[src/hdl/dmec_pkg.sv]
// Shared constants and types of the direct-mapped evaluation cache.
`default_nettype none

package dmec_pkg;

	localparam int BUCKETS    = 256;
	localparam int MOVES      = 384;
	localparam int HASH_W     = 64;
	localparam int SIZE_W     = 9;
	localparam int MC_W       = 9;
	localparam int IDX_W      = 9;
	localparam int WORD_W     = 32;
	localparam int BKT_W      = (BUCKETS > 1) ? $clog2(BUCKETS) : 1;
	localparam int POL_DEPTH  = BUCKETS * MOVES;
	localparam int POL_AW     = (POL_DEPTH > 1) ? $clog2(POL_DEPTH) : 1;
	localparam int MOD_DIGITS = 8;
	localparam int MOD_CYCLES = HASH_W / MOD_DIGITS;
	localparam int MOD_CNT_W  = (MOD_CYCLES > 1) ? $clog2(MOD_CYCLES) : 1;

	typedef enum logic [1:0] {
		FN_LOOKUP  = 2'd0,
		FN_INS_HDR = 2'd1,
		FN_INS_POL = 2'd2,
		FN_CLEAR   = 2'd3
	} func_t;

	typedef struct packed {
		func_t               func;
		logic [HASH_W-1:0]   position_hash;
		logic [MC_W-1:0]     move_count;
		logic [WORD_W-1:0]   value_q;
		logic [WORD_W-1:0]   value_d;
		logic [WORD_W-1:0]   value_m;
		logic [IDX_W-1:0]    policy_index;
		logic [WORD_W-1:0]   policy_word;
	} req_t;

	typedef struct packed {
		logic                hit;
		logic [WORD_W-1:0]   found_q;
		logic [WORD_W-1:0]   found_d;
		logic [WORD_W-1:0]   found_m;
		logic [WORD_W-1:0]   found_policy;
		logic                policy_present;
	} rsp_t;

	typedef struct packed {
		logic [HASH_W-1:0]   tag;
		logic [MC_W-1:0]     count;
		logic [WORD_W-1:0]   q;
		logic [WORD_W-1:0]   d;
		logic [WORD_W-1:0]   m;
	} hdr_t;

endpackage

`default_nettype wire

[src/hdl/dmec_mod.sv]
// Iterative remainder unit: 64-bit hash modulo bucket count, several bits per cycle.
`default_nettype none

module dmec_mod import dmec_pkg::*; (
	input  wire logic              clk,
	input  wire logic              arst_n,
	input  wire logic              start,
	input  wire logic [HASH_W-1:0] dividend,
	input  wire logic [SIZE_W-1:0] divisor,
	output logic                   done,
	output logic      [SIZE_W-1:0] remainder
);

	logic                 busy_q;
	logic                 done_q;
	logic [MOD_CNT_W-1:0] cnt_q;
	logic [HASH_W-1:0]    dvd_q;
	logic [SIZE_W-1:0]    div_q;
	logic [SIZE_W-1:0]    rem_q;
	logic [SIZE_W:0]      rem_next;

	always_comb begin
		rem_next = {1'b0, rem_q};
		for (int i = 0; i < MOD_DIGITS; i++) begin
			rem_next = {rem_next[SIZE_W-1:0], dvd_q[HASH_W-1-i]};
			if (rem_next >= {1'b0, div_q}) begin
				rem_next = rem_next - {1'b0, div_q};
			end
		end
	end

	always_ff @(posedge clk or negedge arst_n) begin
		if (!arst_n) begin
			busy_q <= 1'b0;
			done_q <= 1'b0;
			cnt_q  <= '0;
		end else begin
			done_q <= 1'b0;
			if (start) begin
				busy_q <= 1'b1;
				cnt_q  <= '0;
			end else if (busy_q) begin
				cnt_q <= cnt_q + 1'b1;
				if (cnt_q == MOD_CNT_W'(MOD_CYCLES - 1)) begin
					busy_q <= 1'b0;
					done_q <= 1'b1;
				end
			end
		end
	end

	always_ff @(posedge clk) begin
		if (start) begin
			dvd_q <= dividend;
			div_q <= divisor;
			rem_q <= '0;
		end else if (busy_q) begin
			dvd_q <= dvd_q << MOD_DIGITS;
			rem_q <= rem_next[SIZE_W-1:0];
		end
	end

	assign done      = done_q;
	assign remainder = rem_q;

endmodule

`default_nettype wire

[config.mk]
export PLATFORM = sky130hd
export DESIGN_NAME = dmec_mod
export DESIGN_NICKNAME = d
export VERILOG_FILES = /design/src/hdl/dmec_pkg.sv /design/src/hdl/dmec_mod.sv
export SDC_FILE = /design/constraint.sdc
export NUM_CORES = 1
export LEC_CHECK = 0
export ABC_AREA = 1
export BUFFER_PORTS_ARGS = -buffer_cell sky130_fd_sc_hd__clkbuf_2
export CAP_MARGIN = 5
export CORE_UTILIZATION = 50
export CTS_BUF_LIST = sky130_fd_sc_hd__clkbuf_8
export CTS_CLUSTER_SIZE = 25
export DETAILED_ROUTE_END_ITERATION = 8
export GPL_ROUTABILITY_DRIVEN = 0
export PLACE_DENSITY = 0.74
export SYNTH_ARGS = -nofsm -noshare
export SYNTH_HDL_FRONTEND = slang
export SYNTH_SLANG_ARGS = --single-unit
[constraint.sdc]
create_clock -name clk -period 14.6 [get_ports clk]
set_input_delay 1.46 -clock clk [delete_from_list [all_inputs] [get_ports clk]]
set_output_delay 1.46 -clock clk [all_outputs]
set_load 0.02 [all_outputs]
-- Yosys cells after proc, flatten, opt, wreduce, memory -nomap -nowiden
Cells that the tools add are included.
- add/sub/neg operators: 9
- magnitude comparators: 8
- equality and inequality tests: 1
- muxes and demuxes: 18
- reduce and logical (&&, ||, !) cells: 1
- operator list (operator ; count):
    2-to-1 mux 64 bit ; 2
    >= comparator 10 x 9 -> 1 bit ; 8
    2-to-1 mux 9 bit ; 8
    subtractor 9 bit ; 8
    2-to-1 mux 1 bit ; 6
    2-to-1 mux 3 bit ; 2
    adder 3 x 1 -> 3 bit, second input constant ; 1
    == test 3 bit, second input constant ; 1
    nonzero test 2 bit ; 1
- register bits after elaboration: 87
- output and inout port bits: 10

-- Depth between registers and ports, before layout
Gate-level depths: netlist (run 1).
- depth after elaboration: 16
- mapped depth: 97
- depth with buffers taken out: 95

-- Least setup slack after synthesis (run 1)
OpenSTA, ideal clock, no wires.
- kind: reg-to-reg
- start point: reg div_q[1]
- end point: reg rem_q[1], in the netlist remainder[1]
- arrival: 13721 ps
- required time: 14487 ps
- slack: 766 ps
- stages on the path, launching flop included: 92
- path buffers: 2
- path through: edfxtp_1 inv_1 ha_1 nand2_1 nor2_1 nand3_1 nand2_2 nor2_4 nand2_4 o21ai_0 inv_1 fa_1 inv_1 nand3_1 nand2_1 nand2_1 nand2_1 a21oi_4 [... 56 more ...] nor2_1 nor3_1 inv_1 a211oi_2 nand3_4 nand2_1 nand2_1 inv_1 ha_1 a21oi_1 nand2_1 a221o_1 a221oi_1 inv_1 a21oi_4 nand3_1 nand3_1 nand2_1
- cells in the longest elaborated chain, start to end: 16
- ends and longest elaborated chain (element ; line ; RTL):
    start: declaration ; dmec_mod.sv:18 ; logic [SIZE_W-1:0] div_q;
    start signal: assignment ; dmec_mod.sv:55 ; div_q <= divisor;
    subtractor 9 bit / >= comparator 10 x 9 -> 1 bit (equally long branches) ; dmec_mod.sv:27, dmec_mod.sv:26 ;
    2-to-1 mux 9 bit ; dmec_mod.sv:26 ; if (rem_next >= {1'b0, div_q}) begin
    subtractor 9 bit / >= comparator 10 x 9 -> 1 bit (equally long branches) ; dmec_mod.sv:27, dmec_mod.sv:26 ;
    2-to-1 mux 9 bit ; dmec_mod.sv:26 ;
    subtractor 9 bit / >= comparator 10 x 9 -> 1 bit (equally long branches) ; dmec_mod.sv:27, dmec_mod.sv:26 ;
    2-to-1 mux 9 bit ; dmec_mod.sv:26 ;
    subtractor 9 bit / >= comparator 10 x 9 -> 1 bit (equally long branches) ; dmec_mod.sv:27, dmec_mod.sv:26 ;
    2-to-1 mux 9 bit ; dmec_mod.sv:26 ;
    subtractor 9 bit / >= comparator 10 x 9 -> 1 bit (equally long branches) ; dmec_mod.sv:27, dmec_mod.sv:26 ;
    2-to-1 mux 9 bit ; dmec_mod.sv:26 ;
    subtractor 9 bit / >= comparator 10 x 9 -> 1 bit (equally long branches) ; dmec_mod.sv:27, dmec_mod.sv:26 ;
    2-to-1 mux 9 bit ; dmec_mod.sv:26 ;
    >= comparator 10 x 9 -> 1 bit / subtractor 9 bit (equally long branches) ; dmec_mod.sv:26, dmec_mod.sv:27 ;
    2-to-1 mux 9 bit ; dmec_mod.sv:26 ;
    subtractor 9 bit / >= comparator 10 x 9 -> 1 bit (equally long branches) ; dmec_mod.sv:27, dmec_mod.sv:26 ;
    2-to-1 mux 9 bit * ; dmec_mod.sv:26 ;
    end signal: assignment ; dmec_mod.sv:59 ; rem_q <= rem_next[SIZE_W-1:0];
    end: declaration ; dmec_mod.sv:19 ; logic [SIZE_W-1:0] rem_q;
Every way passes the cells marked *; elsewhere a longest branch is shown, timed or not.
A chain may end at the register's enable or synchronous reset.

-- Final worst setup path (run 1)
- start point: reg dvd_q[63]
- end point: reg rem_q[8], in the netlist remainder[8]
- cells in the longest elaborated chain, start to end: 16
- ends and longest elaborated chain (element ; line ; RTL):
    start: declaration ; dmec_mod.sv:17 ; logic [HASH_W-1:0] dvd_q;
    start signal: assignment ; dmec_mod.sv:54 ; dvd_q <= dividend;
    start signal: assignment ; dmec_mod.sv:58 ; dvd_q <= dvd_q << MOD_DIGITS;
    subtractor 9 bit / >= comparator 10 x 9 -> 1 bit (equally long branches) ; dmec_mod.sv:27, dmec_mod.sv:26 ;
    2-to-1 mux 9 bit * ; dmec_mod.sv:26 ;
    subtractor 9 bit / >= comparator 10 x 9 -> 1 bit (equally long branches) ; dmec_mod.sv:27, dmec_mod.sv:26 ;
    2-to-1 mux 9 bit * ; dmec_mod.sv:26 ;
    subtractor 9 bit / >= comparator 10 x 9 -> 1 bit (equally long branches) ; dmec_mod.sv:27, dmec_mod.sv:26 ;
    2-to-1 mux 9 bit * ; dmec_mod.sv:26 ;
    subtractor 9 bit / >= comparator 10 x 9 -> 1 bit (equally long branches) ; dmec_mod.sv:27, dmec_mod.sv:26 ;
    2-to-1 mux 9 bit * ; dmec_mod.sv:26 ;
    subtractor 9 bit / >= comparator 10 x 9 -> 1 bit (equally long branches) ; dmec_mod.sv:27, dmec_mod.sv:26 ;
    2-to-1 mux 9 bit * ; dmec_mod.sv:26 ;
    subtractor 9 bit / >= comparator 10 x 9 -> 1 bit (equally long branches) ; dmec_mod.sv:27, dmec_mod.sv:26 ;
    2-to-1 mux 9 bit * ; dmec_mod.sv:26 ;
    subtractor 9 bit / >= comparator 10 x 9 -> 1 bit (equally long branches) ; dmec_mod.sv:27, dmec_mod.sv:26 ;
    2-to-1 mux 9 bit * ; dmec_mod.sv:26 ;
    subtractor 9 bit / >= comparator 10 x 9 -> 1 bit (equally long branches) ; dmec_mod.sv:27, dmec_mod.sv:26 ;
    2-to-1 mux 9 bit * ; dmec_mod.sv:26 ;
Marks and branches as above.

==> results of run 1 <==
-- through the flow --
stage / util (%) / hold WS, ps
after detailed placement: 55.96 / 498.3
after CTS: 57.53 / 507.0
after global routing: 59.68 / 530.0
final: 59.68 / 503.5
after floorplan: - / 483.1
after global placement: 55.96 / 490.8
-- how the worst max path moves through the flow --
stage                   endpoint       from
detailed placement  remainder[8]  dvd_q[63]
global route        remainder[2]  dvd_q[63]
finish              remainder[8]  dvd_q[63]
global placement    remainder[3]  dvd_q[63]
floorplan           remainder[1]   div_q[1]
CTS                 remainder[8]  dvd_q[63]
-- cell usage in the layout, fill, tap and decap left out, types with 10 or more instances in the layout --
cell | Yosys | final
nand2_1 | 397 | 396
inv_1 | 134 | 132
clkbuf_2 | 0 | 85
nand3_1 | 78 | 78
edfxtp_1 | 73 | 73
ha_1 | 74 | 71
a21oi_1 | 44 | 41
buf_4 | 3 | 39
xor2_1 | 32 | 32
nor2_1 | 25 | 25
xnor2_1 | 21 | 21
o21ai_0 | 20 | 15
nand2_2 | 13 | 13
nand4_1 | 11 | 11
clkbuf_8 | 0 | 10
-- cells by family (layout without fill, tap and decap cells) --
logic type,count (synthesis),after routing,share of synthesized area [%]
compound gates,98,98,7.860
xor+xnor,53,53,5.868
fa+ha+maj,82,82,13.73
buf+inv,159,277,8.161
flops,87,87,31.57
simple gates,568,569,32.82
-- sequential cells by signal, summed over array words and instances (netlist names) --
signal / cells
cnt_q: 3
dvd_q: 64
div_q: 9
remainder: 9
busy_q: 1
done: 1
-- per-layer routing --
metal	up-vias	GRT usage [%]	wire length (um)	part of all wire, %
met2	218	40.54	9230	48
met5	-	0	0	0
li1	3639	-	-	-
met3	43	4.215	1199	6.2
met1	3231	31.61	8529	44
met4	0	8.789	470	2.4
-- cells in the mapped netlist (all sizes together) --
| master | count | area, um^2 |
|---|---|---|
| a211oi | 1 | 12.51 |
| a21o | 3 | 22.52 |
| a221o | 2 | 20.02 |
| dfrtp | 5 | 125.1 |
| nand2b | 1 | 6.260 |
| a22o | 2 | 17.52 |
| nand2 | 418 | 1662 |
| nand4 | 11 | 68.82 |
| a221oi | 2 | 17.52 |
| ha | 74 | 925.9 |
| or2 | 1 | 6.260 |
| nand3 | 93 | 585.6 |
| o21ai | 26 | 152.7 |
| nor2 | 33 | 205.2 |
| nand3b | 3 | 22.52 |
| o211ai | 4 | 30.03 |
| a21boi | 1 | 7.510 |
| nor3 | 8 | 40.04 |
| o21bai | 6 | 45.04 |
| inv | 136 | 510.5 |
| fa | 8 | 160.2 |
| a31o | 1 | 8.760 |
| a31oi | 3 | 18.77 |
| edfxtp | 73 | 2192 |
| clkbuf | 14 | 52.55 |
| dfxtp | 9 | 180.2 |
| a21oi | 47 | 269.0 |
| xnor2 | 21 | 183.9 |
| xor2 | 32 | 280.3 |
| buf | 9 | 82.57 |
-- critical path: cells and delay by family (launching register included) --
family                     cells  cell delay, ps
DFF                            1             380
and+or+nand+nor               40            4130
AOI/OAI and AO/OA             22            4530
adders and majority gates      9            2840
buffers and inverters         19            1680
-- cell type report --
| cell class | count | area share [%] |
|---|---|---|
| multi-input cells | 802 | 53.70 |
| well taps | 211 | 2.888 |
| clock buffers | 10 | 1.506 |
| repair buffers | 125 | 7.981 |
| clock inverters | 6 | 0.9856 |
| flip-flops and latches | 87 | 27.32 |
| inverters | 136 | 5.613 |
-- repair_timing --
item | in CTS | in global routing
pin swaps | 0 | 15
cloned | 0 | 1
resized for setup | 3 | 32
setup buffers | 0 | 26
setup endpoints to repair | 9 | 9
hold buffers | 0 | 0
==> insert_results.sql, run 1 <==
INSERT INTO impl_metrics (metric_group, metric, value, unit) VALUES
('drt', 'drc', '0', ''),
('critical_path', 'cp_data_arrival_time', '13970', 'ps'),
('finish', 'total_area_of_multi_input_combinational_cells', '4908', 'um^2'),
('yosys', 'synth-seq-cells', '87', ''),
('clocking', 'clock_tree_from_tritoncts', 'yes', ''),
('place', 'detailedPlacementHpwl', '14240', 'um'),
('min_path', 'holdPathEnd', 'dvd_q[49]', ''),
('critical_path', 'rrSetupSlack', '890', 'ps'),
('sta', 'worst-slew-pin-transition', '853.7', 'ps'),
('global_route', 'number_of_global_route_vias_before_repair', '6730', ''),
('yosys', 'postSynthCellCount', '1047', ''),
('floorplan', 'core.rowCount', '45', ''),
('floorplan', 'chipHeight', '127.8', 'um'),
('critical_path', 'worst-setup-path-type', 'flop to flop', ''),
('sta', 'postLayoutSetupSlackWorst', '886.9', 'ps'),
('floorplan', 'die_w', '127.8', 'um'),
('finish', 'area_growth_syn_to_layout', '15.53', '%'),
('min_path', 'whs_path_depth', '2', ''),
('clocking', 'worst_skew_pair.late_latency', '370', 'ps'),
('critical_path', 'crit_path_max_incr_delay', '440', 'ps'),
('drt', 'routedWlPerCell', '14.11', 'um'),
('finish', 'final.fill_count', '1377', ''),
('min_path', 'hold_path_startpoint', 'dvd_q[41]', ''),
('critical_path', 'reg2reg_depth', '90', ''),
('sta', 'finalSetupViolCount', '0', ''),
('finish', 'layout-drive-gt1-share', '18.87', '%'),
('critical_path', 'worst_path_most_repeated_cell', 'nand2_1', ''),
('clocking', 'clkSinkCount', '87', ''),
('global_route', 'groute.usage.overall', '24.29', '%'),
('clocking', 'cts-buffers-inserted', '9', ''),
('critical_path', 'worstPathMaxFanout', '10', ''),
('clocking', 'max-clock-path-buffers', '2', ''),
('critical_path', 'cpMaxStageDelayCell', 'fa_1', ''),
('yosys', 'yosys_warning_total', '0', ''),
('sta', 'finalSetupTns', '0', 'ps'),
('clocking', 'cts.root.buffer_cell', 'clkbuf_8', ''),
('sta', 'finClkSkew', '15.37', 'ps'),
('sta', 'f_max', '0.07292', 'GHz'),
('outcome', 'outcome', 'complete, no violations', ''),
('floorplan', 'design.die.area', '16330', 'um^2'),
('finish', 'antenna_cells_inserted', '0', ''),
('critical_path', 'critPathLaunchType', 'flop', ''),
('drt', 'detail-route-antenna-nets', '0', ''),
('drt', 'vias_per_cell', '5.179', ''),
('floorplan', 'core', '15310', 'um^2'),
('critical_path', 'cp_data_required_time', '14850', 'ps'),
('place', 'placed_standard_cell_area', '8571', 'um^2'),
('min_path', 'min-delay-path-class', 'flop to flop', ''),
('sta', 'timing.final.max_slew_violations', '0', ''),
('critical_path', 'end_kind', 'flop', ''),
('yosys', 'synth.lib_cells_used.distinct', '44', ''),
('drt', 'initialDrtViolationCount', '385', ''),
('sta', 'post-route-period-util', '93.93', '%'),
('finish', 'sequential_cell_area', '2497', 'um^2'),
('global_route', 'initial_antenna_violation_count', '0', ''),
('place', 'dp_worst_setup_slack', '-308.6', 'ps'),
('drt', 'vias', '7131', ''),
('floorplan', 'io_pins', '86', ''),
('global_route', 'grt_overflow', '0', ''),
('sta', 'min_period', '13710', 'ps'),
('yosys', 'seq_area_frac_synth', '31.57', '%'),
('place', 'place.port_buffers', '85', ''),
('global_route', 'grt_start_max_net_pins', '79', ''),
('sta', 'final_hold_vios', '0', ''),
('place', 'dpl.cell_count', '1334', ''),
('global_route', 'grt_pass1_wl', '31370', 'um'),
('sta', 'maxSlewHeadroom', '42.88', '%'),
('critical_path', 'crit-reg2reg-capture', 'remainder[8]', ''),
('clocking', 'clkSlewWorstSetupHoldPaths', '90', 'ps'),
('run', 'max_cap_violations', '0', ''),
('critical_path', 'r2r_start', 'dvd_q[63]', ''),
('clocking', 'cts.htree.levels', '3', ''),
('drt', 'drt_pass1_iterations', '5', ''),
('yosys', 'synth_area', '7911', 'um^2'),
('yosys', 'syn_area_per_cell', '7.556', 'um^2'),
('drt', 'routed_wirelength', '19430', 'um'),
('finish', 'fin_nets', '1319', ''),
('finish', 'post_layout_nonfiller_instances', '1377', ''),
('finish', 'layout.cell_area.non_filler', '9140', 'um^2'),
('floorplan', 'initial_utilization', '51.66', '%'),
('yosys', 'synth.net_count', '1205', '');
Power of run 1 is left out: the tool's default activity adds up to more than one toggle a clock period on the data nets, which glitch-free logic cannot reach.
==> run 2, diff against run 1 <==
--- a/config.mk
+++ b/config.mk
@@ -8,12 +8,14 @@
 export ABC_AREA = 1
 export BUFFER_PORTS_ARGS = -buffer_cell sky130_fd_sc_hd__clkbuf_2
 export CAP_MARGIN = 5
-export CORE_UTILIZATION = 50
+export CELL_PAD_IN_SITES_DETAIL_PLACEMENT = 1
+export CELL_PAD_IN_SITES_GLOBAL_PLACEMENT = 1
+export CORE_UTILIZATION = 49
 export CTS_BUF_LIST = sky130_fd_sc_hd__clkbuf_8
 export CTS_CLUSTER_SIZE = 25
 export DETAILED_ROUTE_END_ITERATION = 8
 export GPL_ROUTABILITY_DRIVEN = 0
-export PLACE_DENSITY = 0.74
+export PLACE_DENSITY = 0.91
 export SYNTH_ARGS = -nofsm -noshare
 export SYNTH_HDL_FRONTEND = slang
 export SYNTH_SLANG_ARGS = --single-unit
==> constraint.sdc (replaced) <==
create_clock -name clk -period 17.1 [get_ports clk]
set_input_delay 1.71 -clock clk [delete_from_list [all_inputs] [get_ports clk]]
set_output_delay 1.71 -clock clk [all_outputs]
set_load 0.02 [all_outputs]
==> insert_results.sql, run 2 (synthesis results as in run 1) <==
INSERT INTO impl_metrics (metric_group, metric, value, unit) VALUES
('outcome', 'outcome', 'complete, no violations', ''),
('drt', 'routedWlPerCell', '17.78', 'um'),
('floorplan', 'die_w', '129.1', 'um'),
('critical_path', 'cp_data_required_time', '17370', 'ps'),
('floorplan', 'chipHeight', '129.1', 'um'),
('sta', 'f_max', '0.06267', 'GHz'),
('sta', 'postLayoutSetupSlackWorst', '1145', 'ps'),
('floorplan', 'core.rowCount', '46', ''),
('clocking', 'worst_skew_pair.late_latency', '380', 'ps'),
('floorplan', 'design.die.area', '16660', 'um^2'),
('drt', 'drt_pass1_iterations', '5', ''),
('critical_path', 'cpMaxStageDelayCell', 'ha_1', ''),
('sta', 'finClkSkew', '13.66', 'ps'),
('finish', 'most-common-layout-cells', '397 x nand2_1, 129 x inv_1, 85 x clkbuf_2', ''),
('finish', 'layout-drive-gt1-share', '15.33', '%'),
('clocking', 'clock_tree_from_tritoncts', 'yes', ''),
('finish', 'fin_nets', '1288', ''),
('clocking', 'cts.root.buffer_cell', 'clkbuf_8', ''),
('critical_path', 'critPathLaunchType', 'flop', ''),
('clocking', 'cts.htree.levels', '3', ''),
('finish', 'number_of_flip_flops_under_the_largest_register_name', '64', ''),
('drt', 'met3RoutedLength', '1238', 'um'),
('critical_path', 'crit_path_max_incr_delay', '490', 'ps'),
('critical_path', 'worst-setup-path-type', 'flop to flop', ''),
('finish', 'final.fill_count', '2050', ''),
('drt', 'met1Wirelength', '9641', 'um'),
('clocking', 'ctsHoldBuffers', '0', ''),
('sta', 'post-route-period-util', '93.31', '%'),
('drt', 'drc', '0', ''),
('clocking', 'clkSlewWorstSetupHoldPaths', '110', 'ps'),
('drt', 'met2_length', '12420', 'um'),
('run', 'max_cap_violations', '0', ''),
('global_route', 'groute.usage.overall', '29.42', '%'),
('clocking', 'cts-buffers-inserted', '9', ''),
('sta', 'maxSlewHeadroom', '41.43', '%'),
('drt', 'routed_wirelength', '24030', 'um'),
('min_path', 'min-delay-path-class', 'flop to flop', ''),
('finish', 'layout_commonest_cell', 'nand2_1', ''),
('drt', 'highest_signal_layer', 'met4', ''),
('global_route', 'initial_antenna_violation_count', '0', ''),
('global_route', 'grt_start_max_net_pins', '79', ''),
('sta', 'min_period', '15960', 'ps'),
('critical_path', 'worstPathMaxFanout', '11', ''),
('critical_path', 'cp_data_arrival_time', '16230', 'ps'),
('critical_path', 'worst_path_most_repeated_cell', 'nand2_1', ''),
('sta', 'finalSetupViolCount', '0', ''),
('clocking', 'max-clock-path-buffers', '2', ''),
('sta', 'final_hold_vios', '0', ''),
('clocking', 'clkSinkCount', '87', ''),
('finish', 'largest-register', 'dvd_q', ''),
('floorplan', 'io_pins', '86', ''),
('place', 'detailedPlacementHpwl', '18180', 'um'),
('finish', 'area_growth_syn_to_layout', '11.05', '%'),
('floorplan', 'core', '15830', 'um^2'),
('drt', 'initialDrtViolationCount', '401', ''),
('sta', 'timing.final.max_slew_violations', '0', ''),
('floorplan', 'initial_utilization', '49.98', '%'),
('place', 'dp_worst_setup_slack', '488.8', 'ps'),
('drt', 'vias_per_cell', '5.460', ''),
('global_route', 'grt_overflow', '0', ''),
('critical_path', 'end_kind', 'flop', ''),
('finish', 'antenna_cells_inserted', '0', ''),
('drt', 'detail-route-antenna-nets', '0', ''),
('global_route', 'number_of_global_route_vias_before_repair', '7750', ''),
('drt', 'vias', '7376', ''),
('place', 'place.port_buffers', '85', ''),
('global_route', 'grt_pass1_wl', '37690', 'um'),
('sta', 'worst-slew-pin-transition', '875.3', 'ps');
## run 2: routing by layer
| metal | up-vias | track usage [%] |
|---|---|---|
| li1 | 3567 | - |
| met1 | 3544 | 33.63 |
| met4 | 0 | 11.00 |
| met5 | - | 0 |
| met3 | 56 | 4.913 |
| met2 | 209 | 54.85 |
## run 2: final cells by class
class / instances / area (um^2) / share of cell area [%]
clock buffers: 9 / 123.9 / 1.410
well taps: 216 / 270.3 / 3.076
multi-input cells: 801 / 4788 / 54.50
repair buffers: 95 / 500.5 / 5.696
clock inverters: 7 / 80.08 / 0.9114
inverters: 136 / 525.5 / 5.981
flip-flops and latches: 87 / 2497 / 28.42
## run 2: critical path, delay by kind of cell (launching register included)
kind	cells	cell delay, ps
DFF	1	400
buffers and inverters	16	1910
and+or+nand+nor	41	4830
adders and majority gates	8	2980
AOI/OAI and AO/OA	23	5650
## run 2: path summary, 6_finish.rpt
kind,startpoint,end,slack [ps],depth (start not counted)
max in group asynchronous,arst_n,cnt_q[2],15820,1
min in group asynchronous,arst_n,cnt_q[0],1130,1
hold / removal,dvd_q[40],dvd_q[48],510,2
setup / recovery,div_q[6],remainder[6],1140,88
setup reg to reg,div_q[6],remainder[6],1140,88
hold reg to reg,dvd_q[40],dvd_q[48],510,2
## run 2: timing repair
item | CTS | global route
gates resized for setup | 0 | 9
buffers inserted | 0 | 6
setup endpoints to repair | 0 | 9
## run 2: stage by stage
step	area [um^2]	hold slack (ps)	util (%)	TNS [ps]	std cells
6_report	8786	509.6	55.51	0	1351
4_1_cts	8706	521.6	55.00	0	1345
5_1_grt	8786	548.8	55.51	-124.5	1351
3_5_place_dp	8502	504.2	53.72	0	1329
2_1_floorplan	7911	483.1	-	0	1047
3_3_place_gp	8502	492.0	53.72	0	1329
Power of run 2 is left out for the same reason.
